==> config.mk <==
export PLATFORM = sky130hd
export DESIGN_NAME = vector_tile_geometry_decoder_flat
export DESIGN_NICKNAME = d
export VERILOG_FILES = /design/src/rtl/vtgd_pkg.sv /design/src/rtl/vtgd_ifs.sv /design/src/rtl/vector_tile_geometry_decoder.sv /design/src/rtl/vtgd_front.sv /design/src/rtl/vtgd_queue.sv /design/src/rtl/vtgd_back.sv /design/src/flat_wrapper.sv
export VERILOG_INCLUDE_DIRS = /design/src /design/src/rtl
export SDC_FILE = /design/constraint.sdc
export NUM_CORES = 1
export LEC_CHECK = 0
export BUFFER_PORTS_ARGS = -buffer_cell sky130_fd_sc_hd__buf_2
export CORE_MARGIN = 2
export CORE_UTILIZATION = 60
export CTS_CLUSTER_DIAMETER = 60
export DETAILED_ROUTE_END_ITERATION = 10
export PLACE_DENSITY_LB_ADDON = 0.3
export SLEW_MARGIN = 20
export SYNTH_ARGS = -nofsm -noshare
export SYNTH_HDL_FRONTEND = slang
export SYNTH_SLANG_ARGS = --single-unit
==> constraint.sdc <==
create_clock -name clk -period 8.2 [get_ports clk]
set_input_delay 1.23 -clock clk [delete_from_list [all_inputs] [get_ports clk]]
set_output_delay 1.23 -clock clk [all_outputs]
set_load 0.005 [all_outputs]
==> src/rtl/vector_tile_geometry_decoder_defines.svh <==
// Assertion macros for the vector tile geometry decoder.
// Included by the top level only; depends on nothing else.
`ifndef VECTOR_TILE_GEOMETRY_DECODER_DEFINES_SVH
`define VECTOR_TILE_GEOMETRY_DECODER_DEFINES_SVH

// Same-cycle implication, disabled while reset is asserted.
`define VTGD_ASSERT_NOW(label, clk, rst_n, ante, cons) \
  label: assert property (@(posedge clk) disable iff (!rst_n) (ante) |-> (cons)) \
    else $error("vtgd check failed");

// Next-cycle implication, disabled while reset is asserted.
`define VTGD_ASSERT_NEXT(label, clk, rst_n, ante, cons) \
  label: assert property (@(posedge clk) disable iff (!rst_n) (ante) |=> (cons)) \
    else $error("vtgd check failed");

`endif

==> src/rtl/vtgd_pkg.sv <==
// Types, constants and helper functions for the vector tile geometry decoder.
// Used by the top level, the front end, the queue and the back end; depends on nothing.
package vtgd_pkg;

  localparam int COORD_BITS = 64;
  localparam int CoordShift = 64 - COORD_BITS;

  localparam int QDEPTH = 2;  // Must be a power of two.
  localparam int QPTR_W = $clog2(QDEPTH);
  localparam int QCNT_W = $clog2(QDEPTH + 1);

  localparam logic [6:0] MAX_SHIFT   = 7'd63;
  localparam logic [6:0] SHIFT_STEP  = 7'd7;
  localparam logic [2:0] CMD_MOVE    = 3'h1;
  localparam logic [2:0] CMD_LINE    = 3'h2;
  localparam logic [2:0] CMD_CLOSE   = 3'h7;

  typedef enum logic [2:0] {
    KIND_START  = 3'd0,
    KIND_EXTEND = 3'd1,
    KIND_CLOSE  = 3'd2,
    KIND_END    = 3'd3,
    KIND_ERROR  = 3'd4
  } kind_t;

  typedef enum logic [1:0] {
    ERR_NONE     = 2'd0,
    ERR_OVERSIZE = 2'd1,
    ERR_UNKNOWN  = 2'd2,
    ERR_TRUNC    = 2'd3
  } err_t;

  typedef enum logic [1:0] {
    PH_CMD = 2'd0,
    PH_X   = 2'd1,
    PH_Y   = 2'd2
  } phase_t;

  // What the front end hands to the back end for each word it pushes.
  typedef enum logic [1:0] {
    TOK_WORD     = 2'd0,
    TOK_TRUNC    = 2'd1,
    TOK_OVERSIZE = 2'd2,
    TOK_LASTONLY = 2'd3
  } tok_kind_t;

  typedef struct packed {
    tok_kind_t   kind;
    logic [63:0] value;
    logic        last;
  } tok_t;

  typedef struct packed {
    logic full;
    logic empty;
  } q_stat_t;

  function automatic logic [63:0] unzigzag(input logic [63:0] v);
    return (v >> 1) ^ {64{v[0]}};
  endfunction

  // Wraps to COORD_BITS bits and sign extends back to 64 bits.
  function automatic logic [63:0] coord_wrap(input logic [63:0] v);
    logic signed [63:0] t;
    t = $signed(v << CoordShift);
    return 64'(t >>> CoordShift);
  endfunction

endpackage

==> src/rtl/vtgd_ifs.sv <==
// Valid/ready channel interfaces for the byte input and the result output.
// Depends on nothing but the standard logic types.
interface vtgd_in_if;
  logic       valid;
  logic       ready;
  logic [7:0] geometry_byte;
  logic       last_byte;

  modport source (output valid, output geometry_byte, output last_byte, input ready);
  modport sink   (input valid, input geometry_byte, input last_byte, output ready);
endinterface

interface vtgd_out_if;
  logic               valid;
  logic               ready;
  logic [2:0]         kind;
  logic signed [63:0] point_x;
  logic signed [63:0] point_y;
  logic [1:0]         error_code;
  logic               end_of_geometry;

  modport source (output valid, output kind, output point_x, output point_y,
                  output error_code, output end_of_geometry, input ready);
  modport sink   (input valid, input kind, input point_x, input point_y,
                  input error_code, input end_of_geometry, output ready);
endinterface

==> src/rtl/vector_tile_geometry_decoder.sv <==
// A byte that ends a word passes through the queue register and then the back end's
// output register, when no earlier word waits in the queue and the output is free.
// Throughput: one byte per cycle while the queue is not full (in_bus.ready is low then).
// The two-entry queue lets the front end keep taking bytes while a result waits.
// Reset is synchronous and active low; it clears the varint, parser, cursors,
// queue and output valid at once, with no clearing pass.
module vector_tile_geometry_decoder (
  input  logic        clk,
  input  logic        rst_n,
  vtgd_in_if.sink     in_bus,
  vtgd_out_if.source  out_bus
);

`include "vector_tile_geometry_decoder_defines.svh"

  logic               push, pop;
  vtgd_pkg::tok_t     push_tok, head_tok;
  vtgd_pkg::q_stat_t  q_stat;

  vtgd_front u_front (
    .clk      (clk),
    .rst_n    (rst_n),
    .in_bus   (in_bus),
    .q_stat   (q_stat),
    .push     (push),
    .push_tok (push_tok)
  );

  vtgd_queue u_queue (
    .clk      (clk),
    .rst_n    (rst_n),
    .push     (push),
    .push_tok (push_tok),
    .pop      (pop),
    .head_tok (head_tok),
    .q_stat   (q_stat)
  );

  vtgd_back u_back (
    .clk      (clk),
    .rst_n    (rst_n),
    .head_tok (head_tok),
    .q_stat   (q_stat),
    .pop      (pop),
    .out_bus  (out_bus)
  );

  `VTGD_ASSERT_NOW(a_err_has_code, clk, rst_n, out_bus.valid && out_bus.kind == vtgd_pkg::KIND_ERROR, out_bus.error_code != vtgd_pkg::ERR_NONE)
  `VTGD_ASSERT_NOW(a_ok_no_code, clk, rst_n, out_bus.valid && out_bus.kind != vtgd_pkg::KIND_ERROR, out_bus.error_code == vtgd_pkg::ERR_NONE)
  `VTGD_ASSERT_NOW(a_queue_sane, clk, rst_n, 1'b1, !(q_stat.full && q_stat.empty))
  `VTGD_ASSERT_NEXT(a_push_fills, clk, rst_n, push && q_stat.empty && !pop, !q_stat.empty)

endmodule

==> src/rtl/vtgd_front.sv <==
// Front end: assembles base-128 varints from the byte stream and pushes one word per
// finished or oversized varint or last byte into the queue. Depends on vtgd_pkg.
module vtgd_front (
  input  logic               clk,
  input  logic               rst_n,
  vtgd_in_if.sink            in_bus,
  input  vtgd_pkg::q_stat_t  q_stat,
  output logic               push,
  output vtgd_pkg::tok_t     push_tok
);

  logic [63:0] acc_r, acc_nxt;
  logic [6:0]  shift_r, shift_nxt;
  logic        skip_r, skip_nxt;
  logic        take;
  logic [63:0] acc_or;

  assign in_bus.ready = !q_stat.full;
  assign take = in_bus.valid && in_bus.ready;
  assign acc_or = acc_r | (64'(in_bus.geometry_byte[6:0]) << shift_r);

  always_comb begin
    acc_nxt        = acc_r;
    shift_nxt      = shift_r;
    skip_nxt       = skip_r;
    push           = 1'b0;
    push_tok.kind  = vtgd_pkg::TOK_WORD;
    push_tok.value = acc_or;
    push_tok.last  = in_bus.last_byte;
    if (take) begin
      if (skip_r) begin
        // After an oversized varint only the last byte matters.
        if (in_bus.last_byte) begin
          push          = 1'b1;
          push_tok.kind = vtgd_pkg::TOK_LASTONLY;
          skip_nxt      = 1'b0;
          acc_nxt       = '0;
          shift_nxt     = '0;
        end
      end else if (shift_r > vtgd_pkg::MAX_SHIFT) begin
        push          = 1'b1;
        push_tok.kind = vtgd_pkg::TOK_OVERSIZE;
        acc_nxt       = '0;
        shift_nxt     = '0;
        skip_nxt      = !in_bus.last_byte;
      end else if (in_bus.geometry_byte[7]) begin
        if (in_bus.last_byte) begin
          push          = 1'b1;
          push_tok.kind = vtgd_pkg::TOK_TRUNC;
          acc_nxt       = '0;
          shift_nxt     = '0;
        end else begin
          acc_nxt   = acc_or;
          shift_nxt = shift_r + vtgd_pkg::SHIFT_STEP;
        end
      end else begin
        push      = 1'b1;
        acc_nxt   = '0;
        shift_nxt = '0;
      end
    end
  end

  always_ff @(posedge clk) begin
    if (!rst_n) begin
      acc_r   <= '0;
      shift_r <= '0;
      skip_r  <= 1'b0;
    end else begin
      acc_r   <= acc_nxt;
      shift_r <= shift_nxt;
      skip_r  <= skip_nxt;
    end
  end

endmodule

==> src/rtl/vtgd_queue.sv <==
// Short register queue between the front end and the back end.
// Depends on vtgd_pkg for the word type and depth.
module vtgd_queue (
  input  logic               clk,
  input  logic               rst_n,
  input  logic               push,
  input  vtgd_pkg::tok_t     push_tok,
  input  logic               pop,
  output vtgd_pkg::tok_t     head_tok,
  output vtgd_pkg::q_stat_t  q_stat
);

  vtgd_pkg::tok_t                 mem_r [vtgd_pkg::QDEPTH];
  logic [vtgd_pkg::QPTR_W-1:0]   wr_ptr_r, rd_ptr_r;
  logic [vtgd_pkg::QCNT_W-1:0]   count_r, count_nxt;
  logic                          do_push, do_pop;

  assign q_stat.full  = (count_r == vtgd_pkg::QCNT_W'(vtgd_pkg::QDEPTH));
  assign q_stat.empty = (count_r == '0);
  assign do_push  = push && !q_stat.full;
  assign do_pop   = pop && !q_stat.empty;
  assign head_tok = mem_r[rd_ptr_r];

  always_comb begin
    count_nxt = count_r;
    if (do_push && !do_pop) begin
      count_nxt = count_r + 1'b1;
    end else if (do_pop && !do_push) begin
      count_nxt = count_r - 1'b1;
    end
  end

  always_ff @(posedge clk) begin
    if (do_push) begin
      mem_r[wr_ptr_r] <= push_tok;
    end
  end

  always_ff @(posedge clk) begin
    if (!rst_n) begin
      wr_ptr_r <= '0;
      rd_ptr_r <= '0;
      count_r  <= '0;
    end else begin
      count_r <= count_nxt;
      if (do_push) begin
        wr_ptr_r <= wr_ptr_r + 1'b1;
      end
      if (do_pop) begin
        rd_ptr_r <= rd_ptr_r + 1'b1;
      end
    end
  end

endmodule

==> src/rtl/vtgd_back.sv <==
// Back end: interprets command words and parameters, moves the cursors and
// drives the registered result channel. Depends on vtgd_pkg and vtgd_ifs.
module vtgd_back (
  input  logic               clk,
  input  logic               rst_n,
  input  vtgd_pkg::tok_t     head_tok,
  input  vtgd_pkg::q_stat_t  q_stat,
  output logic               pop,
  vtgd_out_if.source         out_bus
);

  vtgd_pkg::phase_t phase_r, phase_nxt;
  logic             is_move_r, is_move_nxt;
  logic [60:0]      repeats_r, repeats_nxt;
  logic [63:0]      cursor_x_r, cursor_x_nxt;
  logic [63:0]      cursor_y_r, cursor_y_nxt;
  logic             part_open_r, part_open_nxt;
  logic             err_latched_r, err_latched_nxt;

  logic               out_valid_r, out_valid_nxt;
  logic [2:0]         out_kind_r;
  logic signed [63:0] out_x_r, out_y_r;
  logic [1:0]         out_code_r;
  logic               out_end_r;

  logic               emit, have, clear;
  vtgd_pkg::kind_t    kind;
  vtgd_pkg::err_t     err;
  logic [63:0]        px, py, sum, wrapped;
  logic [2:0]         cmd;
  logic [60:0]        cnt, rep_dec;

  assign pop     = !q_stat.empty && (!out_valid_r || out_bus.ready);
  assign cmd     = head_tok.value[2:0];
  assign cnt     = head_tok.value[63:3];
  assign rep_dec = repeats_r - 1'b1;
  // One adder serves both cursors; the phase picks which one moves.
  assign sum     = ((phase_r == vtgd_pkg::PH_Y) ? cursor_y_r : cursor_x_r)
                   + vtgd_pkg::unzigzag(head_tok.value);
  assign wrapped = vtgd_pkg::coord_wrap(sum);

  always_comb begin
    phase_nxt       = phase_r;
    is_move_nxt     = is_move_r;
    repeats_nxt     = repeats_r;
    cursor_x_nxt    = cursor_x_r;
    cursor_y_nxt    = cursor_y_r;
    part_open_nxt   = part_open_r;
    err_latched_nxt = err_latched_r;
    emit            = 1'b0;
    have            = 1'b0;
    clear           = 1'b0;
    kind            = vtgd_pkg::KIND_END;
    err             = vtgd_pkg::ERR_NONE;
    px              = '0;
    py              = '0;

    if (pop) begin
      if (err_latched_r) begin
        if (head_tok.last) begin
          clear = 1'b1;
          emit  = 1'b1;
        end
      end else begin
        unique case (head_tok.kind)
          vtgd_pkg::TOK_OVERSIZE: err = vtgd_pkg::ERR_OVERSIZE;
          vtgd_pkg::TOK_TRUNC:    err = vtgd_pkg::ERR_TRUNC;
          vtgd_pkg::TOK_LASTONLY: have = 1'b0;
          vtgd_pkg::TOK_WORD: begin
            unique case (phase_r)
              vtgd_pkg::PH_CMD: begin
                if (cmd == vtgd_pkg::CMD_MOVE || cmd == vtgd_pkg::CMD_LINE) begin
                  // A zero repeat count leaves everything as it was.
                  if (cnt != '0) begin
                    is_move_nxt = (cmd == vtgd_pkg::CMD_MOVE);
                    repeats_nxt = cnt;
                    phase_nxt   = vtgd_pkg::PH_X;
                  end
                end else if (cmd == vtgd_pkg::CMD_CLOSE) begin
                  if (part_open_r) begin
                    part_open_nxt = 1'b0;
                    have          = 1'b1;
                    kind          = vtgd_pkg::KIND_CLOSE;
                  end
                end else begin
                  err = vtgd_pkg::ERR_UNKNOWN;
                end
              end
              vtgd_pkg::PH_X: begin
                cursor_x_nxt = wrapped;
                phase_nxt    = vtgd_pkg::PH_Y;
              end
              vtgd_pkg::PH_Y: begin
                cursor_y_nxt  = wrapped;
                kind          = (is_move_r || !part_open_r) ? vtgd_pkg::KIND_START
                                                           : vtgd_pkg::KIND_EXTEND;
                part_open_nxt = 1'b1;
                have          = 1'b1;
                px            = cursor_x_r;
                py            = wrapped;
                repeats_nxt   = rep_dec;
                phase_nxt     = (rep_dec == '0) ? vtgd_pkg::PH_CMD : vtgd_pkg::PH_X;
              end
              default: phase_nxt = vtgd_pkg::PH_CMD;
            endcase
            // A stream that stops while parameters are still owed is truncated.
            if (head_tok.last && err == vtgd_pkg::ERR_NONE && phase_nxt != vtgd_pkg::PH_CMD) begin
              err = vtgd_pkg::ERR_TRUNC;
            end
          end
        endcase

        if (err != vtgd_pkg::ERR_NONE) begin
          emit = 1'b1;
          kind = vtgd_pkg::KIND_ERROR;
          px   = '0;
          py   = '0;
          if (head_tok.last) begin
            clear = 1'b1;
          end else begin
            err_latched_nxt = 1'b1;
          end
        end else if (head_tok.last) begin
          clear = 1'b1;
          emit  = 1'b1;
        end else if (have) begin
          emit = 1'b1;
        end
      end
    end

    if (clear) begin
      phase_nxt       = vtgd_pkg::PH_CMD;
      is_move_nxt     = 1'b0;
      repeats_nxt     = '0;
      cursor_x_nxt    = '0;
      cursor_y_nxt    = '0;
      part_open_nxt   = 1'b0;
      err_latched_nxt = 1'b0;
    end

    if (pop && emit) begin
      out_valid_nxt = 1'b1;
    end else if (out_bus.ready) begin
      out_valid_nxt = 1'b0;
    end else begin
      out_valid_nxt = out_valid_r;
    end
  end

  always_ff @(posedge clk) begin
    if (!rst_n) begin
      phase_r       <= vtgd_pkg::PH_CMD;
      is_move_r     <= 1'b0;
      repeats_r     <= '0;
      cursor_x_r    <= '0;
      cursor_y_r    <= '0;
      part_open_r   <= 1'b0;
      err_latched_r <= 1'b0;
      out_valid_r   <= 1'b0;
    end else begin
      phase_r       <= phase_nxt;
      is_move_r     <= is_move_nxt;
      repeats_r     <= repeats_nxt;
      cursor_x_r    <= cursor_x_nxt;
      cursor_y_r    <= cursor_y_nxt;
      part_open_r   <= part_open_nxt;
      err_latched_r <= err_latched_nxt;
      out_valid_r   <= out_valid_nxt;
    end
  end

  always_ff @(posedge clk) begin
    if (pop && emit) begin
      out_kind_r <= kind;
      out_x_r    <= $signed(px);
      out_y_r    <= $signed(py);
      out_code_r <= err;
      out_end_r  <= head_tok.last;
    end
  end

  assign out_bus.valid           = out_valid_r;
  assign out_bus.kind            = out_kind_r;
  assign out_bus.point_x         = out_x_r;
  assign out_bus.point_y         = out_y_r;
  assign out_bus.error_code      = out_code_r;
  assign out_bus.end_of_geometry = out_end_r;

endmodule
==> src/flat_wrapper.sv <==
// flat-port wrapper written by rule: the top's interface ports become plain ports
module vector_tile_geometry_decoder_flat 
  (clk, rst_n, in_bus_valid, in_bus_geometry_byte, in_bus_last_byte, in_bus_ready, out_bus_valid, out_bus_kind, out_bus_point_x, out_bus_point_y, out_bus_error_code, out_bus_end_of_geometry, out_bus_ready);
  vtgd_in_if in_bus_i ();
  vtgd_out_if out_bus_i ();
  input  logic clk;
  input  logic rst_n;
  input wire logic [$bits(in_bus_i.valid)-1:0] in_bus_valid;
  input wire logic [$bits(in_bus_i.geometry_byte)-1:0] in_bus_geometry_byte;
  input wire logic [$bits(in_bus_i.last_byte)-1:0] in_bus_last_byte;
  output wire logic [$bits(in_bus_i.ready)-1:0] in_bus_ready;
  output wire logic [$bits(out_bus_i.valid)-1:0] out_bus_valid;
  output wire logic [$bits(out_bus_i.kind)-1:0] out_bus_kind;
  output wire logic [$bits(out_bus_i.point_x)-1:0] out_bus_point_x;
  output wire logic [$bits(out_bus_i.point_y)-1:0] out_bus_point_y;
  output wire logic [$bits(out_bus_i.error_code)-1:0] out_bus_error_code;
  output wire logic [$bits(out_bus_i.end_of_geometry)-1:0] out_bus_end_of_geometry;
  input wire logic [$bits(out_bus_i.ready)-1:0] out_bus_ready;
  assign in_bus_i.valid = in_bus_valid;
  assign in_bus_i.geometry_byte = in_bus_geometry_byte;
  assign in_bus_i.last_byte = in_bus_last_byte;
  assign in_bus_ready = in_bus_i.ready;
  assign out_bus_valid = out_bus_i.valid;
  assign out_bus_kind = out_bus_i.kind;
  assign out_bus_point_x = out_bus_i.point_x;
  assign out_bus_point_y = out_bus_i.point_y;
  assign out_bus_error_code = out_bus_i.error_code;
  assign out_bus_end_of_geometry = out_bus_i.end_of_geometry;
  assign out_bus_i.ready = out_bus_ready;
  vector_tile_geometry_decoder u_core (.clk(clk), .rst_n(rst_n), .in_bus(in_bus_i), .out_bus(out_bus_i));
endmodule
==> results summary <==
The slew of the pin with the lowest slew margin is 1.21 ns. Each instance of the synthesized netlist takes up on average 9.06 µm². Along the worst hold path, the cell count comes to 2. Yosys mapped a number of flops with a built-in enable equal to 268. The path category of the worst min-delay check is flop to flop. The post-layout minimum cycle time came out at 6.44 ns.

The filler-free cell count of the finished design is 3,795. Setup repair after global routing left no endpoint under its margin. The final max-slew violation count was 0. The wire length of the first global-routing pass is 131,000 µm. The sum of overflow across all layers after global routing came out at 0. After synthesis, the most frequently instantiated cells are 570 x sky130_fd_sc_hd__nand2_1, 291 x sky130_fd_sc_hd__a21oi_1, 272 x sky130_fd_sc_hd__dfxtp_1, 268 x sky130_fd_sc_hd__edfxtp_1, 196 x sky130_fd_sc_hd__nor2_1. The number of standard-cell rows in the floorplan is 79.

The worst-case register-to-register setup slack is 1.76 ns. The clock transition at the registers of the reported paths came out at 0.07 ns. The buffers plus inverters on the worst setup path came out at 3. The most numerous cell in the Yosys netlist is sky130_fd_sc_hd__nand2_1. On the critical path, the stage with the largest delay is an instance of sky130_fd_sc_hd__a2111oi_0. The number of warnings issued by yosys came out at 0. The final weighted congestion in routability-driven placement is 1.07. The number of levels the H-tree was split into came out at 2. The kind of start point of the critical path is a flop. Traced cell by cell, the critical path runs through mux2i_4 > buf_4 > ha_1 > inv_1 > ha_1 > fa_1 > a211oi_1 > o21a_1 > a2111oi_0 > o2111ai_1 > a31oi_1 > buf_4 > a21oi_1 > o21ai_0 > o21ai_0 > or4_1 > nand3_1.

At the placement stage, the worst setup path has a slack of 2.04 ns. The initial detailed-routing violation count is 2,681. For this run, the leading register cell type out of synthesis is sky130_fd_sc_hd__dfxtp_1. The final count of hold timing violations came to 0.

Wires add up to 84,600 µm. The vertical die dimension came out at 221 µm. Port buffering added 148 buffers. The maximum clock path buffer count is 3. The worst setup path is captured at a flop.

The final-layout setup total negative slack is 0 ns. The number of fill cells in the layout is 3,649. The final antenna diode count is 0. The count of nets left with antenna violations once routing finished came out at 0.

Data on the critical path is required at its endpoint by 8.76 ns. The placeable core region came out at 0.0465 mm². The count of final setup violators is 0. The clock root buffer is sky130_fd_sc_hd__clkbuf_16. The average wire per standard cell is 22.3 µm. The post-synthesis cell type count came out at 80.

The max-capacitance violation count is 0. TritonCTS built the clock tree. The highest ir drop seen on vdd came out at 0.000593 V. In this run the power density over the cells is 329 mW/mm². The highest fanout seen on the critical path came out at 28.

The endpoint of the worst-slack reg-to-reg timing path is u_core.u_back.cursor_x_r[58]. The via count of the first global-routing pass came out at 22,891. The worst setup path endpoint is u_core.u_back.cursor_x_r[58]. The net total in the final layout is 3,227. Yosys attributes the largest share of cell area to sky130_fd_sc_hd__edfxtp_1 29%, sky130_fd_sc_hd__dfxtp_1 19%, sky130_fd_sc_hd__nand2_1 7.6%, sky130_fd_sc_hd__a21oi_1 5.2%, sky130_fd_sc_hd__ha_1 3.1%. The residual DRC count is 0. Entering global routing, the biggest net connects 177 pins. The number of hold buffers added after CTS was 0.

The largest total area in the synthesized netlist belongs to sky130_fd_sc_hd__edfxtp_1. The detail-routed via count per cell is 6.46. The flow ran to the end, and the final reports show no timing, DRC or antenna violations. The number of antenna violations at the first check in global routing came to 0. The async set-or-reset flop fraction in the synthesized netlist is 0%.

The total track usage came out at 33.6%. The netlist area before placement is 0.0282 mm². The delay contributed by the slowest stage of the critical path came out at 0.97 ns. The number of setup buffers added after CTS is 0. The total vias in the final route came out at 24,518. The sum of net half-perimeters after detailed placement is 59,500 µm. The die boundary width came out at 221 µm. The area share of the leading cell type in the synthesized netlist is 28.5%. The post-cts gate resize count is 0. The gate family responsible for the most delay along the worst path is compound AO/OA/AOI/OAI gates. The worst clock skew on the final layout is 0.0212 ns. When the netlist entered floorplanning its net count stood at 3,201. Clock tree synthesis inserted a total of 54 buffers. The critical path class is flop to flop. The leakage power figure is 12.7 nW. The starting density of the core is 60.8%. Of the cells placed in the final design, the portion with a size suffix greater than 1 is 10.6%. In this run the number of cells on the critical path is 17. The first-pass detailed-route iteration total is 7. Synthesis inferred 540 register bits. For the worst flop-to-flop path, the logic depth is 17. The die area came out at 0.0488 mm². The maximum clock frequency came out at 0.155 GHz. The synthesized netlist cell count is 3,116.

The layout-stage area growth over the synthesis result is 10.5%. The headroom to the max-slew limit is 16.8%. The number of instances in the placed design came out at 3,692. The insertion delay to the later sink of the worst-skew pair came out at 0.62 ns. The smallest setup slack after layout came out at 1.76 ns. Data arrives at the worst endpoint at 7.00 ns. The top-level I/O count is 149.

The clock net in this run drives a total of 540 sinks. The share of synthesized area occupied by flip-flops and latches came out at 47.8%. In the finished design, the share of the clock period the worst path needs comes to 78.6%.
## flip-flops by register name (all words and copies together), names as in the netlist, 2 cells and up, named ones only
signal / cells
u_core.u_back.out_bus.error_code: 2
u_core.u_back.out_bus.point_x: 64
u_core.u_back.phase_r: 2
u_core.u_front.acc_r: 64
u_core.u_front.shift_r: 7
u_core.u_back.repeats_r: 61
u_core.u_queue.count_r: 2
u_core.u_back.out_bus.kind: 3
u_core.u_back.cursor_x_r: 64
u_core.u_back.cursor_y_r: 64
u_core.u_back.out_bus.point_y: 64
u_core.u_queue.mem_r: 134
## through the flow
| stage | util, % | power, W | cell area [µm²] | hold WS, ns |
|---|---|---|---|---|
| 2_1_floorplan | - | 0.00627 | 28200 | 0.432 |
| 3_3_place_gp | 63.0 | 0.00754 | 29300 | 0.441 |
| 3_5_place_dp | 63.0 | 0.00762 | 29300 | 0.447 |
| 4_1_cts | 67.1 | 0.0102 | 31200 | 0.456 |
| 5_1_grt | 67.1 | 0.0107 | 31200 | 0.469 |
| 6_report | 67.1 | 0.0103 | 31200 | 0.456 |
## cells in the final DEF, fill, tap and decap left out, types with 15 or more instances in the layout
cell type                   netlist  layout
sky130_fd_sc_hd__nand2_1        570     570
sky130_fd_sc_hd__a21oi_1        291     290
sky130_fd_sc_hd__dfxtp_1        272     271
sky130_fd_sc_hd__edfxtp_1       268     268
sky130_fd_sc_hd__nor2_1         196     192
sky130_fd_sc_hd__buf_2            4     148
sky130_fd_sc_hd__o21ai_0        144     142
sky130_fd_sc_hd__and3_1         120     120
sky130_fd_sc_hd__xor2_1          87      87
sky130_fd_sc_hd__a21o_1          77      77
sky130_fd_sc_hd__mux2i_1         76      75
sky130_fd_sc_hd__nor3_1          74      74
sky130_fd_sc_hd__ha_1            71      71
sky130_fd_sc_hd__nand3_1         59      58
sky130_fd_sc_hd__clkbuf_16        0      58
sky130_fd_sc_hd__xnor2_1         55      55
sky130_fd_sc_hd__nand4_1         50      50
sky130_fd_sc_hd__inv_1           43      43
sky130_fd_sc_hd__a22oi_1         37      37
sky130_fd_sc_hd__o21bai_1        33      33
sky130_fd_sc_hd__buf_4            1      33
sky130_fd_sc_hd__nor4_1          31      30
sky130_fd_sc_hd__and3b_1         25      25
sky130_fd_sc_hd__a211oi_1        24      24
sky130_fd_sc_hd__or4_1           20      20
sky130_fd_sc_hd__nor2b_1         21      20
sky130_fd_sc_hd__and2_1          20      20
sky130_fd_sc_hd__a31oi_1         18      18
sky130_fd_sc_hd__nand2b_1        17      16
sky130_fd_sc_hd__o22ai_1         15      15
sky130_fd_sc_hd__a21boi_0        15      15
## cells by family (layout without fill, tap and decap cells)
family                     Yosys count  after routing  share of synthesized area, %
muxes                               88             88                          3.17
xor gates and xnor gates           142            142                          4.41
buffers and inverters              257            329                          3.55
adders and majority gates           72             72                          3.22
AOI/OAI and AO/OA                  750            750                          16.4
and+or+nand+nor                   1267           1267                          21.5
DFF                                540            540                          47.8
## where the power goes
| group | internal, W | switching [W] | total, W | leakage [nW] |
|---|---|---|---|---|
| logic | 0.00129 | 0.00277 | 0.00406 | 6.99 |
| registers | 0.00343 | 0.000193 | 0.00362 | 4.80 |
| clock network | 0.00150 | 0.00108 | 0.00258 | 0.915 |
| total | 0.00622 | 0.00404 | 0.0103 | 12.7 |
## worst min-delay path by stage
stage	endpoint	slack (ns)	startpoint
detailed placement	u_core.u_back.cursor_y_r[4]	0.45	u_core.u_back.cursor_y_r[4]
finish	u_core.u_back.cursor_y_r[38]	0.46	u_core.u_back.cursor_y_r[38]
CTS	u_core.u_back.cursor_y_r[4]	0.46	u_core.u_back.cursor_y_r[4]
global placement	u_core.u_back.cursor_y_r[17]	0.44	u_core.u_back.cursor_y_r[17]
floorplan	u_core.u_back.cursor_y_r[56]	0.43	u_core.u_back.cursor_y_r[56]
global route	u_core.u_back.cursor_y_r[4]	0.47	u_core.u_back.cursor_y_r[4]
## layer usage
layer	routed length, µm	track usage [%]	vias to the layer above
met5	0	0	-
met4	3800	14.4	0
met1	34700	46.3	11765
met2	38200	52.7	1291
li1	-	-	11265
met3	7820	5.59	197
## tightest hold or removal path, cell delays in order, from the launching register on
cell and delay, ns:
sky130_fd_sc_hd__dfxtp_1 0.31, sky130_fd_sc_hd__nand2_1 0.05, sky130_fd_sc_hd__a21oi_1 0.05
## final cells by class
class | count | area (µm²) | share of cell area [%]
clock inverter | 22 | 240 | 0.770
sequential | 540 | 13500 | 43.3
timing repair buffer | 183 | 1040 | 3.32
clock buffer | 80 | 1650 | 5.28
inverter | 44 | 165 | 0.530
tap | 607 | 759 | 2.44
multi-input combinational | 2319 | 13800 | 44.4
Power figures use the tool's default switching activity.
